<file path="src/design/assert_macros.svh">
// Assertion macros shared by the RTL files that check themselves.
`ifndef ASSERT_MACROS_SVH
`define ASSERT_MACROS_SVH

// Same-cycle implication, quiet while reset is asserted.
`define KCC_ASSERT_NOW(lbl, clk, rstn, ante, cons) \
    lbl: assert property (@(posedge clk) disable iff (!rstn) (ante) |-> (cons)) \
        else $error("assertion failed");

// Next-cycle implication, also checked across reset.
`define KCC_ASSERT_NEXT(lbl, clk, ante, cons) \
    lbl: assert property (@(posedge clk) (ante) |=> (cons)) \
        else $error("assertion failed");

`endif

</file>
<file path="src/design/kcc_pkg.sv">
// Shared types and constants of the key click classifier.
package kcc_pkg;

    localparam int NUM_KEYS   = 4;
    localparam int TIMER_BITS = 16;
    localparam int PIN_BITS   = 4;
    localparam int KEY_W      = 2;
    localparam int CMP_BITS   = (TIMER_BITS > 16) ? TIMER_BITS : 16;
    localparam int CFG_W      = 16;
    localparam int CFG_IDX_W  = 3;

    typedef enum logic [1:0] {
        EV_NONE   = 2'd0,
        EV_SHORT  = 2'd1,
        EV_LONG   = 2'd2,
        EV_DOUBLE = 2'd3
    } kcc_event_t;

    // Register indexes of the configuration port
    localparam logic [CFG_IDX_W-1:0] CFG_ACTIVE_LEVEL = 3'd0;
    localparam logic [CFG_IDX_W-1:0] CFG_DEB_SAMPLES  = 3'd1;
    localparam logic [CFG_IDX_W-1:0] CFG_DEB_TIMEOUT  = 3'd2;
    localparam logic [CFG_IDX_W-1:0] CFG_LONG_TICKS   = 3'd3;
    localparam logic [CFG_IDX_W-1:0] CFG_DBL_WINDOW   = 3'd4;

    typedef struct packed {
        logic        active_level;
        logic [7:0]  debounce_samples;
        logic [15:0] debounce_timeout;
        logic [15:0] long_press_ticks;
        logic [15:0] double_click_window;
    } kcc_cfg_t;

    localparam kcc_cfg_t CFG_RESET = '{
        active_level:        1'b0,
        debounce_samples:    8'd20,
        debounce_timeout:    16'd100,
        long_press_ticks:    16'd1000,
        double_click_window: 16'd300
    };

    // Event latch of one lane, before and after the current word
    typedef struct packed {
        kcc_event_t latch_cur;
        kcc_event_t latch_next;
    } kcc_lane_stat_t;

    // Output buffer status seen by the top level
    typedef struct packed {
        logic                main_valid;
        logic                skid_valid;
        logic [PIN_BITS-1:0] item_mask;
    } kcc_merge_stat_t;

endpackage

</file>
<file path="src/design/kcc_lane.sv">
// One key's debounce and click classification machine with its event latch.
module kcc_lane (
    input  logic                    aclk,
    input  logic                    aresetn,
    input  logic                    tick,
    input  logic                    clr,
    input  logic                    pin_sample,
    input  kcc_pkg::kcc_cfg_t       cfg,
    output kcc_pkg::kcc_lane_stat_t stat
);

    typedef enum logic [2:0] {
        PH_IDLE      = 3'd0,
        PH_DEB_PRESS = 3'd1,
        PH_PRESSED   = 3'd2,
        PH_DEB_REL   = 3'd3,
        PH_WAIT_DBL  = 3'd4
    } phase_t;

    localparam logic [kcc_pkg::TIMER_BITS-1:0] TIMER_MAX = '1;

    phase_t                          phase_reg, phase_next;
    logic [kcc_pkg::TIMER_BITS-1:0]  timer_reg, timer_next;
    logic [7:0]                      agree_reg, agree_next;
    logic                            long_rep_reg, long_rep_next;
    logic                            second_reg, second_next;
    kcc_pkg::kcc_event_t             latch_reg, latch_next;

    logic                            pressed;
    logic [kcc_pkg::TIMER_BITS-1:0]  t_inc;
    logic [7:0]                      a_inc;
    logic [kcc_pkg::CMP_BITS-1:0]    t_inc_x;
    logic                            agree_ok;
    logic                            tmo_hit;
    logic                            long_hit;
    logic                            dbl_hit;

    assign pressed  = (pin_sample == cfg.active_level);
    assign t_inc    = (timer_reg == TIMER_MAX) ? timer_reg : timer_reg + 1'b1;
    assign a_inc    = (agree_reg == 8'hFF) ? agree_reg : agree_reg + 8'd1;
    assign t_inc_x  = kcc_pkg::CMP_BITS'(t_inc);
    assign agree_ok = (a_inc >= cfg.debounce_samples);
    assign tmo_hit  = (t_inc_x >= kcc_pkg::CMP_BITS'(cfg.debounce_timeout));
    assign long_hit = (t_inc_x >= kcc_pkg::CMP_BITS'(cfg.long_press_ticks));
    assign dbl_hit  = (t_inc_x >= kcc_pkg::CMP_BITS'(cfg.double_click_window));

    always_comb begin
        phase_next    = phase_reg;
        timer_next    = timer_reg;
        agree_next    = agree_reg;
        long_rep_next = long_rep_reg;
        second_next   = second_reg;
        latch_next    = latch_reg;
        if (clr) begin
            latch_next = kcc_pkg::EV_NONE;
        end
        if (tick) begin
            unique case (phase_reg)
                PH_IDLE: begin
                    if (pressed) begin
                        agree_next    = '0;
                        timer_next    = '0;
                        second_next   = 1'b0;
                        long_rep_next = 1'b0;
                        phase_next    = PH_DEB_PRESS;
                    end
                end
                PH_DEB_PRESS: begin
                    timer_next = t_inc;
                    agree_next = pressed ? a_inc : 8'd0;
                    if (pressed && agree_ok) begin
                        phase_next = PH_PRESSED;
                        timer_next = '0;
                    end else if (tmo_hit) begin
                        if (second_reg) begin
                            latch_next  = kcc_pkg::EV_SHORT;
                            second_next = 1'b0;
                        end
                        phase_next = PH_IDLE;
                    end
                end
                PH_PRESSED: begin
                    if (pressed) begin
                        // hold the timer on a second click: no long press there
                        if (!second_reg) begin
                            timer_next = t_inc;
                            if (long_hit && !long_rep_reg) begin
                                latch_next    = kcc_pkg::EV_LONG;
                                long_rep_next = 1'b1;
                            end
                        end
                    end else begin
                        agree_next = '0;
                        timer_next = '0;
                        phase_next = PH_DEB_REL;
                    end
                end
                PH_DEB_REL: begin
                    timer_next = t_inc;
                    agree_next = pressed ? 8'd0 : a_inc;
                    if (!pressed && agree_ok) begin
                        if (second_reg) begin
                            latch_next  = kcc_pkg::EV_DOUBLE;
                            second_next = 1'b0;
                            phase_next  = PH_IDLE;
                        end else if (long_rep_reg) begin
                            phase_next = PH_IDLE;
                        end else begin
                            phase_next = PH_WAIT_DBL;
                            timer_next = '0;
                        end
                    end else if (tmo_hit) begin
                        if (second_reg) begin
                            latch_next  = kcc_pkg::EV_DOUBLE;
                            second_next = 1'b0;
                        end else if (!long_rep_reg) begin
                            latch_next = kcc_pkg::EV_SHORT;
                        end
                        phase_next = PH_IDLE;
                    end
                end
                PH_WAIT_DBL: begin
                    if (pressed) begin
                        agree_next  = '0;
                        timer_next  = '0;
                        second_next = 1'b1;
                        phase_next  = PH_DEB_PRESS;
                    end else begin
                        timer_next = t_inc;
                        if (dbl_hit) begin
                            latch_next = kcc_pkg::EV_SHORT;
                            phase_next = PH_IDLE;
                        end
                    end
                end
                default: begin
                    phase_next = PH_IDLE;
                end
            endcase
        end
    end

    always_ff @(posedge aclk) begin
        if (!aresetn) begin
            phase_reg    <= PH_IDLE;
            timer_reg    <= '0;
            agree_reg    <= '0;
            long_rep_reg <= 1'b0;
            second_reg   <= 1'b0;
            latch_reg    <= kcc_pkg::EV_NONE;
        end else begin
            phase_reg    <= phase_next;
            timer_reg    <= timer_next;
            agree_reg    <= agree_next;
            long_rep_reg <= long_rep_next;
            second_reg   <= second_next;
            latch_reg    <= latch_next;
        end
    end

    assign stat.latch_cur  = latch_reg;
    assign stat.latch_next = latch_next;

endmodule

</file>
<file path="src/design/kcc_merge.sv">
// Combines the lane latches into one result word and buffers it for the output.
module kcc_merge (
    input  logic                    aclk,
    input  logic                    aresetn,
    input  logic                    in_fire,
    input  logic                    is_read,
    input  logic [kcc_pkg::KEY_W-1:0] read_key,
    input  kcc_pkg::kcc_lane_stat_t lane_stat [kcc_pkg::NUM_KEYS],
    output logic                    s_tready,
    output logic                    m_tvalid,
    input  logic                    m_tready,
    output logic [7:0]              m_tdata,
    output kcc_pkg::kcc_merge_stat_t stat
);

    localparam int MASK_KEYS = (kcc_pkg::NUM_KEYS < kcc_pkg::PIN_BITS) ?
                               kcc_pkg::NUM_KEYS : kcc_pkg::PIN_BITS;

    kcc_pkg::kcc_event_t          item_event;
    logic [kcc_pkg::PIN_BITS-1:0] item_mask;
    logic [7:0]                   item_word;

    logic       main_valid_reg, main_valid_next;
    logic       skid_valid_reg, skid_valid_next;
    logic [7:0] main_data_reg, main_data_next;
    logic [7:0] skid_data_reg, skid_data_next;
    logic       out_fire;

    always_comb begin
        item_event = kcc_pkg::EV_NONE;
        item_mask  = '0;
        for (int k = 0; k < kcc_pkg::NUM_KEYS; k++) begin
            if (is_read && (32'(read_key) == k)) begin
                item_event = lane_stat[k].latch_cur;
            end
        end
        for (int k = 0; k < MASK_KEYS; k++) begin
            item_mask[k] = (lane_stat[k].latch_next != kcc_pkg::EV_NONE);
        end
    end

    assign item_word = {2'b00, item_mask, item_event};
    assign out_fire  = main_valid_reg & m_tready;

    always_comb begin
        main_valid_next = main_valid_reg;
        skid_valid_next = skid_valid_reg;
        main_data_next  = main_data_reg;
        skid_data_next  = skid_data_reg;
        if (skid_valid_reg) begin
            if (out_fire) begin
                main_data_next  = skid_data_reg;
                skid_valid_next = 1'b0;
            end
        end else if (in_fire) begin
            if (!main_valid_reg || out_fire) begin
                main_data_next  = item_word;
                main_valid_next = 1'b1;
            end else begin
                // output stalled: park the word in the skid stage
                skid_data_next  = item_word;
                skid_valid_next = 1'b1;
            end
        end else if (out_fire) begin
            main_valid_next = 1'b0;
        end
    end

    always_ff @(posedge aclk) begin
        if (!aresetn) begin
            main_valid_reg <= 1'b0;
            skid_valid_reg <= 1'b0;
        end else begin
            main_valid_reg <= main_valid_next;
            skid_valid_reg <= skid_valid_next;
        end
        main_data_reg <= main_data_next;
        skid_data_reg <= skid_data_next;
    end

    assign s_tready        = ~skid_valid_reg;
    assign m_tvalid        = main_valid_reg;
    assign m_tdata         = main_data_reg;
    assign stat.main_valid = main_valid_reg;
    assign stat.skid_valid = skid_valid_reg;
    assign stat.item_mask  = item_mask;

endmodule

</file>
<file path="src/design/key_click_classifier_unit.sv">
// Top level of the key click classifier: config registers, key lanes, result merge.
//
// Takes one word per clock while tready is high and gives one result word per input
// word through a registered output with a one-word skid stage; tready stays high
// unless two results are waiting. Every key has its own lane, and all lanes step
// on the same scan word, so the per-key next-state logic (saturating timer and agree
// increments and four threshold compares) sets the clock. A scan word (tuser 0)
// advances every key; a read word (tuser 1) returns the selected key's latched
// event and clears it. Results carry the pending event mask after the word.
`include "assert_macros.svh"

module key_click_classifier_unit (
    input  logic                            aclk,
    input  logic                            aresetn,
    input  logic                            cfg_wr_en,
    input  logic [kcc_pkg::CFG_IDX_W-1:0]   cfg_index,
    input  logic [kcc_pkg::CFG_W-1:0]       cfg_wdata,
    input  logic                            s_tvalid,
    output logic                            s_tready,
    input  logic [7:0]                      s_tdata,   // [3:0] key pins, [5:4] read_key
    input  logic [0:0]                      s_tuser,   // [0] mode
    output logic                            m_tvalid,
    input  logic                            m_tready,
    output logic [7:0]                      m_tdata    // [1:0] read_event, [5:2] pending_mask
);

    kcc_pkg::kcc_cfg_t            cfg_reg, cfg_next;
    kcc_pkg::kcc_lane_stat_t      lane_stat [kcc_pkg::NUM_KEYS];
    kcc_pkg::kcc_merge_stat_t     merge_stat;
    logic                         in_fire;
    logic                         tick;
    logic                         is_read;
    logic [kcc_pkg::PIN_BITS-1:0] scan_pins;
    logic [kcc_pkg::KEY_W-1:0]    read_key;

    assign scan_pins  = s_tdata[3:0];
    assign read_key   = s_tdata[5:4];
    assign in_fire    = s_tvalid & s_tready;
    assign tick       = in_fire & ~s_tuser[0];
    assign is_read    = in_fire & s_tuser[0];

    always_comb begin
        cfg_next = cfg_reg;
        if (cfg_wr_en) begin
            unique case (cfg_index)
                kcc_pkg::CFG_ACTIVE_LEVEL: cfg_next.active_level        = cfg_wdata[0];
                kcc_pkg::CFG_DEB_SAMPLES:  cfg_next.debounce_samples    = cfg_wdata[7:0];
                kcc_pkg::CFG_DEB_TIMEOUT:  cfg_next.debounce_timeout    = cfg_wdata;
                kcc_pkg::CFG_LONG_TICKS:   cfg_next.long_press_ticks    = cfg_wdata;
                kcc_pkg::CFG_DBL_WINDOW:   cfg_next.double_click_window = cfg_wdata;
                default: begin
                    cfg_next = cfg_reg;
                end
            endcase
        end
    end

    always_ff @(posedge aclk) begin
        if (!aresetn) begin
            cfg_reg <= kcc_pkg::CFG_RESET;
        end else begin
            cfg_reg <= cfg_next;
        end
    end

    for (genvar k = 0; k < kcc_pkg::NUM_KEYS; k++) begin : g_lane
        logic lane_pin;
        logic lane_clr;
        if (k < kcc_pkg::PIN_BITS) begin : g_pin
            assign lane_pin = scan_pins[k];
            assign lane_clr = is_read & (read_key == kcc_pkg::KEY_W'(k));
        end else begin : g_nopin
            // keys without a pin sample low and are never read
            assign lane_pin = 1'b0;
            assign lane_clr = 1'b0;
        end
        kcc_lane u_lane (
            .aclk       (aclk),
            .aresetn    (aresetn),
            .tick       (tick),
            .clr        (lane_clr),
            .pin_sample (lane_pin),
            .cfg        (cfg_reg),
            .stat       (lane_stat[k])
        );
    end

    kcc_merge u_merge (
        .aclk      (aclk),
        .aresetn   (aresetn),
        .in_fire   (in_fire),
        .is_read   (is_read),
        .read_key  (read_key),
        .lane_stat (lane_stat),
        .s_tready  (s_tready),
        .m_tvalid  (m_tvalid),
        .m_tready  (m_tready),
        .m_tdata   (m_tdata),
        .stat      (merge_stat)
    );

    // skid stage only fills behind a full output register
    `KCC_ASSERT_NOW(a_skid_behind_main, aclk, aresetn, merge_stat.skid_valid, merge_stat.main_valid)
    // a read leaves the selected key without a pending event
    `KCC_ASSERT_NOW(a_read_clears, aclk, aresetn, is_read, !merge_stat.item_mask[read_key])
    // reset empties the output buffer
    `KCC_ASSERT_NEXT(a_reset_empty, aclk, !aresetn, !m_tvalid && s_tready)

endmodule
</file>
<file path="config.mk">
export PLATFORM = sky130hd
export DESIGN_NAME = key_click_classifier_unit
export DESIGN_NICKNAME = d
export VERILOG_FILES = /design/src/design/kcc_pkg.sv /design/src/design/kcc_lane.sv /design/src/design/kcc_merge.sv /design/src/design/key_click_classifier_unit.sv
export VERILOG_INCLUDE_DIRS = /design/src /design/src/design
export SDC_FILE = /design/constraint.sdc
export NUM_CORES = 1
export LEC_CHECK = 0
export BUFFER_PORTS_ARGS = -buffer_cell sky130_fd_sc_hd__clkbuf_2
export CAP_MARGIN = 20
export CORE_ASPECT_RATIO = 1.4
export CORE_MARGIN = 2
export CORE_UTILIZATION = 38
export CTS_CLUSTER_SIZE = 25
export DETAILED_ROUTE_END_ITERATION = 10
export HOLD_SLACK_MARGIN = 0.05
export PLACE_DENSITY_LB_ADDON = 0.25
export SLEW_MARGIN = 20
export SYNTH_ARGS = -nofsm -noshare
export SYNTH_HDL_FRONTEND = slang
export SYNTH_SLANG_ARGS = --single-unit
</file>
<file path="constraint.sdc">
create_clock -name aclk -period 11.4 [get_ports aclk]
set_clock_uncertainty 0.05 [all_clocks]
set_input_delay 1.71 -clock aclk [delete_from_list [all_inputs] [get_ports aclk]]
set_output_delay 1.71 -clock aclk [all_outputs]
set_load 0.01 [all_outputs]
</file>
* Yosys cells after proc, flatten, opt, wreduce, memory -nomap -nowiden
Index checks and enable logic that the tools add are counted.
Cells by class: reductions and logical operators 87, muxes and demuxes 223, equality and inequality tests 77, bitwise gates (word level) 11, $lt $le $gt $ge 16, $add $sub $neg 8
Operators by type and width (number):
- 16-bit 2-to-1 mux | 36
- 16-bit case mux with 5 select lines | 4
- 16-bit greater-or-equal comparator | 12
- 8-bit 2-to-1 mux | 24
- 2-bit 2-to-1 mux | 64
- 8-bit case mux with 4 select lines | 4
- 3-bit 2-to-1 mux | 36
- 16-bit by 1-bit adder with 16-bit output, second input constant | 4
- 16-bit equality test, second input constant | 4
- 3-bit case mux with 5 select lines | 4
- 4-bit AND reduction | 12
- 2-bit by 1-bit != test with 1-bit output, second input constant | 21
- 1-bit 2-to-1 mux | 39
- 8-bit by 1-bit adder with 8-bit output, second input constant | 4
- 8-bit equality test, second input constant | 4
- 8-bit greater-or-equal comparator | 4
- 2-bit case mux with 4 select lines | 4
- 4-bit nonzero test | 8
- 3-bit by 2-bit equality test with 1-bit output, second input constant | 10
- 2-bit != test, second input constant | 13
- 6-bit AND reduction | 4
- 2-bit nonzero test | 11
- 5-bit AND reduction | 4
- 5-bit nonzero test | 4
- other kinds (19) | 88
Word-level totals: flip-flop bits (word level) 197, bits of input ports 33, output and inout bits 10, word-level logic and storage cells 455

* Longest topological paths before layout
depth in word-level cells 15, gate-level depth with buffers 18, gate-level depth less buffers 17

* By module
Synthesis repeated with hierarchy kept, for this count alone.
Second synthesis, totals: cells, all modules 2150, area total of the unflattened synthesis 16682.2 um^2
By module, submodules not included:
- kcc_lane at g_lane[0].u_lane ... | cells an instance 466, area each 3384.5 um^2, times used 3, seq. area each 620.6 um^2
- kcc_lane at g_lane[3].u_lane | cells an instance 482, area each 3583.4 um^2, times used 1, seq. area each 620.6 um^2
- key_click_classifier_unit | cells an instance 224, area each 2287.2 um^2, times used 1, seq. area each 1141.1 um^2
- kcc_merge | cells an instance 46, area each 658.1 um^2, times used 1, seq. area each 400.4 um^2

* Worst setup path after synthesis
No wires, ideal clock.
path type reg-to-reg, start point register g_lane[0].u_lane.timer_reg[0] in the netlist's numbering, end point register u_merge.main_data_reg[2] (netlist: u_merge.m_tdata[2]), data pin, setup slack 7.307 ns, cell stages (with the launch flop) 19, arrival 3.777 ns, period minus slack after synthesis 4.093 ns, path buffers 1, cell sequence dfxtp_1 > ha_1 > and4_1 > and4_1 > buf_2 > nand4_2 > nand2b_1 > nor2_1 > and3_1 > xnor2_1 > ha_1 > a21o_1 > a2111o_1 > a211oi_1 > a41oi_1 > o211ai_1 > o21bai_1 > nor3b_2 > a31oi_1
On the way: longest elaborated chain between the ends 13
Ends and longest elaborated chain:
- from (decl) | line kcc_lane.sv:23 | logic [kcc_pkg::TIMER_BITS-1:0] timer_reg, timer_next;
- from (signal assigned) | line kcc_lane.sv:153 | timer_reg <= timer_next;
- 16-bit by 1-bit adder with 16-bit output / 16-bit equality test (equally long branches) | line kcc_lane.sv:39 | assign t_inc = (timer_reg == TIMER_MAX) ? timer_reg : timer_reg + 1'b1;
- 16-bit 2-to-1 mux * | line kcc_lane.sv:39
- 16-bit greater-or-equal comparator | line kcc_lane.sv:44 | assign long_hit = (t_inc_x >= kcc_pkg::CMP_BITS'(cfg.long_press_ticks));
- 1-bit logical AND | line kcc_lane.sv:87 | if (long_hit && !long_rep_reg) begin
- 2-bit 2-to-1 mux | line kcc_lane.sv:87
- 2-bit 2-to-1 mux | line kcc_lane.sv:85 | if (!second_reg) begin
- 2-bit 2-to-1 mux | line kcc_lane.sv:83 | if (pressed) begin
- 2-bit case mux with 4 select lines * | line kcc_lane.sv:58 | unique case (phase_reg)
- 2-bit 2-to-1 mux * | line kcc_lane.sv:57 | if (tick) begin
- 2-bit nonzero test * | line kcc_merge.sv:38 | item_mask[k] = (lane_stat[k].latch_next != kcc_pkg::EV_NONE);
- 8-bit 2-to-1 mux * | line kcc_merge.sv:56 | if (!main_valid_reg || out_fire) begin
- 8-bit 2-to-1 mux * | line kcc_merge.sv:55 | end else if (in_fire) begin
- 8-bit 2-to-1 mux * | line kcc_merge.sv:50 | if (skid_valid_reg) begin
- named net u_merge.main_data_next[2] | line kcc_merge.sv:25 | logic [7:0] main_data_reg, main_data_next;
- to (signal assigned) | line kcc_merge.sv:77 | main_data_reg <= main_data_next;
- to (decl) | line kcc_merge.sv:25
Mark *: on every way through the listed nets, which the timed path passes. The rest lies on a longest branch. The select of a mux whose other input is x is not followed. A chain may end at the register's enable or synchronous reset.

==> run metrics <==
core area=40,200 um^2; Worst Path Required=11.56 ns; Tightest Hold Check Type=flop to flop; Synth async-reset ratio=0%; I/O pin cnt=43; Critical R2R Launch=g_lane[3].u_lane.timer_reg[3]$_SDFFE_PN0P_; synthesized area per cell=around 7.8 um^2; Residual DRC=0; Ys Warns=0; Worst-Skew Late Latency=0.48 ns; proportion of layout cells with a drive suffix above 1=a little over 6%; Wirelength per Cell=19.3 um; root buffer cell=clkbuf_16; Chip Width=174 um; critical path launch point type=flop; CTS tree=built; first-pass GRT wire length=between 70,000 and 80,000 um; Hold Buf Count CTS=0; Cell Int Power=1.12 mW; Synth area leader=dfxtp_1; post-synthesis register bit count=195; largest cells by area after synthesis=dfxtp_1 (24%), ha_1 (19%), a21oi_1 (6.3%), nand2_1 (6.2%), nor2_1 (4.4%); Largest register FFs=64; Rows=87; maximum clock path buffer count=2; Final setup viols=0; final setup TNS=0 ns; sequential element share of the synthesized area=26.1%; Die Span Y=242 um; Max VDD drop=106 uV; Clk pin slew, worst setup/hold paths=0.07 ns; DR pass1 iterations=7; Starting Density=38.4%; fin crit share=48.4%; initial antenna violation count=3; area delta synth->final=8.18%; Distinct cells, synth=89; post-CTS sizing=0; Post-CTS Setup Inserts=0; Post-DP HPWL=36,600 um; worst hold slack=just over 0.4 ns; drt total wl=48,600 um; final cell count without fillers=2,512; diodes inserted=0; Max-Slew Margin vs Limit=27.5%; Layout Utilization=41.6%; largest family of logic cells by synthesized area=simple AND/OR/NAND/NOR gates; CTS H-Tree Depth=4; Comb pwr share=9.2%; Pleak=a little under 7 nW; xor/xnor share of the synthesized area=4.12%; mux contribution to synthesized area=1.28%; r2r setup slk=5.88 ns; FMAX=181 MHz; Max Transition Viols Final=0; grt ovf=0; Max FO, Critical Path=9; Clk network pwr share=between 40% and 50%; Synth Instances=just under 2,000; Antenna Nets Post-Route=0; largest net degree at the start of global routing=99; Hold Violations, Final=0; FF-to-FF End=u_merge.m_tdata[5]$_DFFE_PP_; total of max-cap violations=0; kind of critical path=flop to flop; Iter 0 DRT Violations=943; Final #Nets=2,231; sw power=404 uW; PD cells=91.0 nW/um^2; Synth Cell Area=about 15,000 um^2; GR Util All Layers=23.1%; EDFF count, synth=12; GPL Wtd Cong=0.920; CP endpoint=u_merge.m_tdata[5]$_DFFE_PP_; port buffer count=38; vias per cell=5.83; compound-cell area share of the yosys netlist=between 20% and 30%; number of global-route vias before repair=14,100; worst r2r path cells=14; synthesized-area fraction occupied by adder cells=18.8%; total CTS buffers=17; unrepaired setup endpoints after global routing=no; Critical Path AT=5.67 ns; Worst Setup End Kind=flop; CP startpoint=g_lane[3].u_lane.timer_reg[3]$_SDFFE_PN0P_; Switching Fraction=26.6%; part of the power in registers=46.4%; Final min period=5.52 ns; Most used DFF post-synth=dfxtp_1; clk sinks=195; dpl cells=around 2,500; Least-Margin Pin Slew=roughly 1.1 ns; via count=14,600; share of the synthesized area in the top cell type=approximately a quarter; Die Area=around 42,000 um^2; Simple-Gate Fraction of Synth Area=23.0%; outcome=completed
## layout by cell type, fill, tap and decap left out, types with 7 or more instances in the layout
cell	Yosys	routed
dfxtp_1	183	183
and3_1	38	38
a22o_1	17	17
nand3b_1	8	8
nor3b_1	7	7
ha_1	232	232
a211oi_1	25	25
o211ai_1	30	30
nor2b_1	23	23
nor2_1	182	181
o31ai_1	12	12
a22oi_1	34	34
buf_4	4	10
inv_1	85	84
clkbuf_2	1	38
and2_1	11	11
nor4_1	12	12
o21ai_0	103	103
nand2b_1	21	21
nand2_1	253	253
a21o_1	15	15
xnor2_1	53	53
xor2_1	14	14
edfxtp_1	12	12
nand4_1	34	34
mux2_2	10	10
a32oi_1	8	8
o21a_1	19	19
o2111ai_1	9	9
nand3_1	85	85
clkbuf_16	0	18
a2111oi_0	7	7
a31oi_1	21	21
a21oi_1	195	195
nor3_1	33	33
## critical path: stages (launching register included)
cell and delay [ns]:
dfxtp_1 0.51, nand4_2 0.17, or4_4 0.49, nor3_4 0.35, nor2_1 0.16, and3_1 0.25
xnor2_1 0.37, ha_1 0.33, a21oi_1 0.15, o21ai_1 0.11, a2111oi_0 0.63, a211oi_1 0.29
o311ai_1 0.52, o2111ai_1 0.45, mux2_2 0.43
## synthesized netlist by cell type, types with 19 or more instances
| library cell | number |
|---|---|
| and3_1 | 38 |
| nor2b_1 | 23 |
| o21a_1 | 19 |
| a22oi_1 | 34 |
| nor2_1 | 182 |
| nand2b_1 | 21 |
| inv_1 | 85 |
| o21ai_0 | 103 |
| a21oi_1 | 195 |
| dfxtp_1 | 183 |
| a211oi_1 | 25 |
| nand3_1 | 85 |
| o211ai_1 | 30 |
| ha_1 | 232 |
| a31oi_1 | 21 |
| xnor2_1 | 53 |
| nand4_1 | 34 |
| nand2_1 | 253 |
| clkbuf_1 | 63 |
| nor3_1 | 33 |
## cell type report
class / instances / area (um^2)
clock buffers: 22 / 495
clock inverters: 9 / 141
fillers: 4118 / 23500
inverters: 86 / 325
multi-input cells: 1617 / 10800
flip-flops and latches: 195 / 4020
well taps: 534 / 668
repair buffers: 49 / 277
## through the flow
stage	total power [mW]	setup slack, ns	area, um^2
after floorplan	0.808	7.31	15400
after global placement	0.855	6.10	16100
after detailed placement	0.858	6.02	16100
after CTS	1.54	5.94	16700
after global routing	1.57	5.70	16700
final	1.52	5.88	16700
## how the worst min path moves through the flow
stage / cells past startpoint / end / startpoint / slack (ns)
floorplan: 2 / cfg_reg[10]$_SDFFE_PN0P_ / cfg_reg[10]$_SDFFE_PN0P_ / 0.39
global route: 2 / cfg_reg[27]$_SDFFE_PN0P_ / cfg_reg[27]$_SDFFE_PN0P_ / 0.42
detailed placement: 2 / cfg_reg[13]$_SDFFE_PN0P_ / cfg_reg[13]$_SDFFE_PN0P_ / 0.40
CTS: 2 / cfg_reg[36]$_SDFFE_PN0P_ / cfg_reg[36]$_SDFFE_PN0P_ / 0.41
global placement: 2 / cfg_reg[43]$_SDFFE_PN0P_ / cfg_reg[43]$_SDFFE_PN0P_ / 0.39
finish: 2 / cfg_reg[13]$_SDFFE_PN0P_ / cfg_reg[13]$_SDFFE_PN0P_ / 0.41
## kinds of logic (layout without fill, tap and decap cells)
family | after synthesis | in the layout
compound gates | 552 | 552
other cells | 1 | 2
simple gates | 745 | 745
buf+inv | 164 | 166
mux | 16 | 16
flops | 195 | 195
xor+xnor | 70 | 70
fa+ha+maj | 232 | 232
## power groups by stage
stage	Combinational, mW	Clock [mW]	Sequential [mW]
final	0.140	0.675	0.705
after global routing	0.154	0.715	0.706
after CTS	0.138	0.693	0.704
after detailed placement	0.138	0	0.721
after global placement	0.135	0	0.720
after floorplan	0.0906	0	0.718
## per-layer routing
layer	vias to the layer above	track usage [%]	routed length, um
met2	396	40.7	23600
met3	150	2.98	1940
met1	6884	25.4	19300
met4	4	16.7	3760
met5	-	0	30
li1	7205	-	-
(Power assumes the default switching activity.)
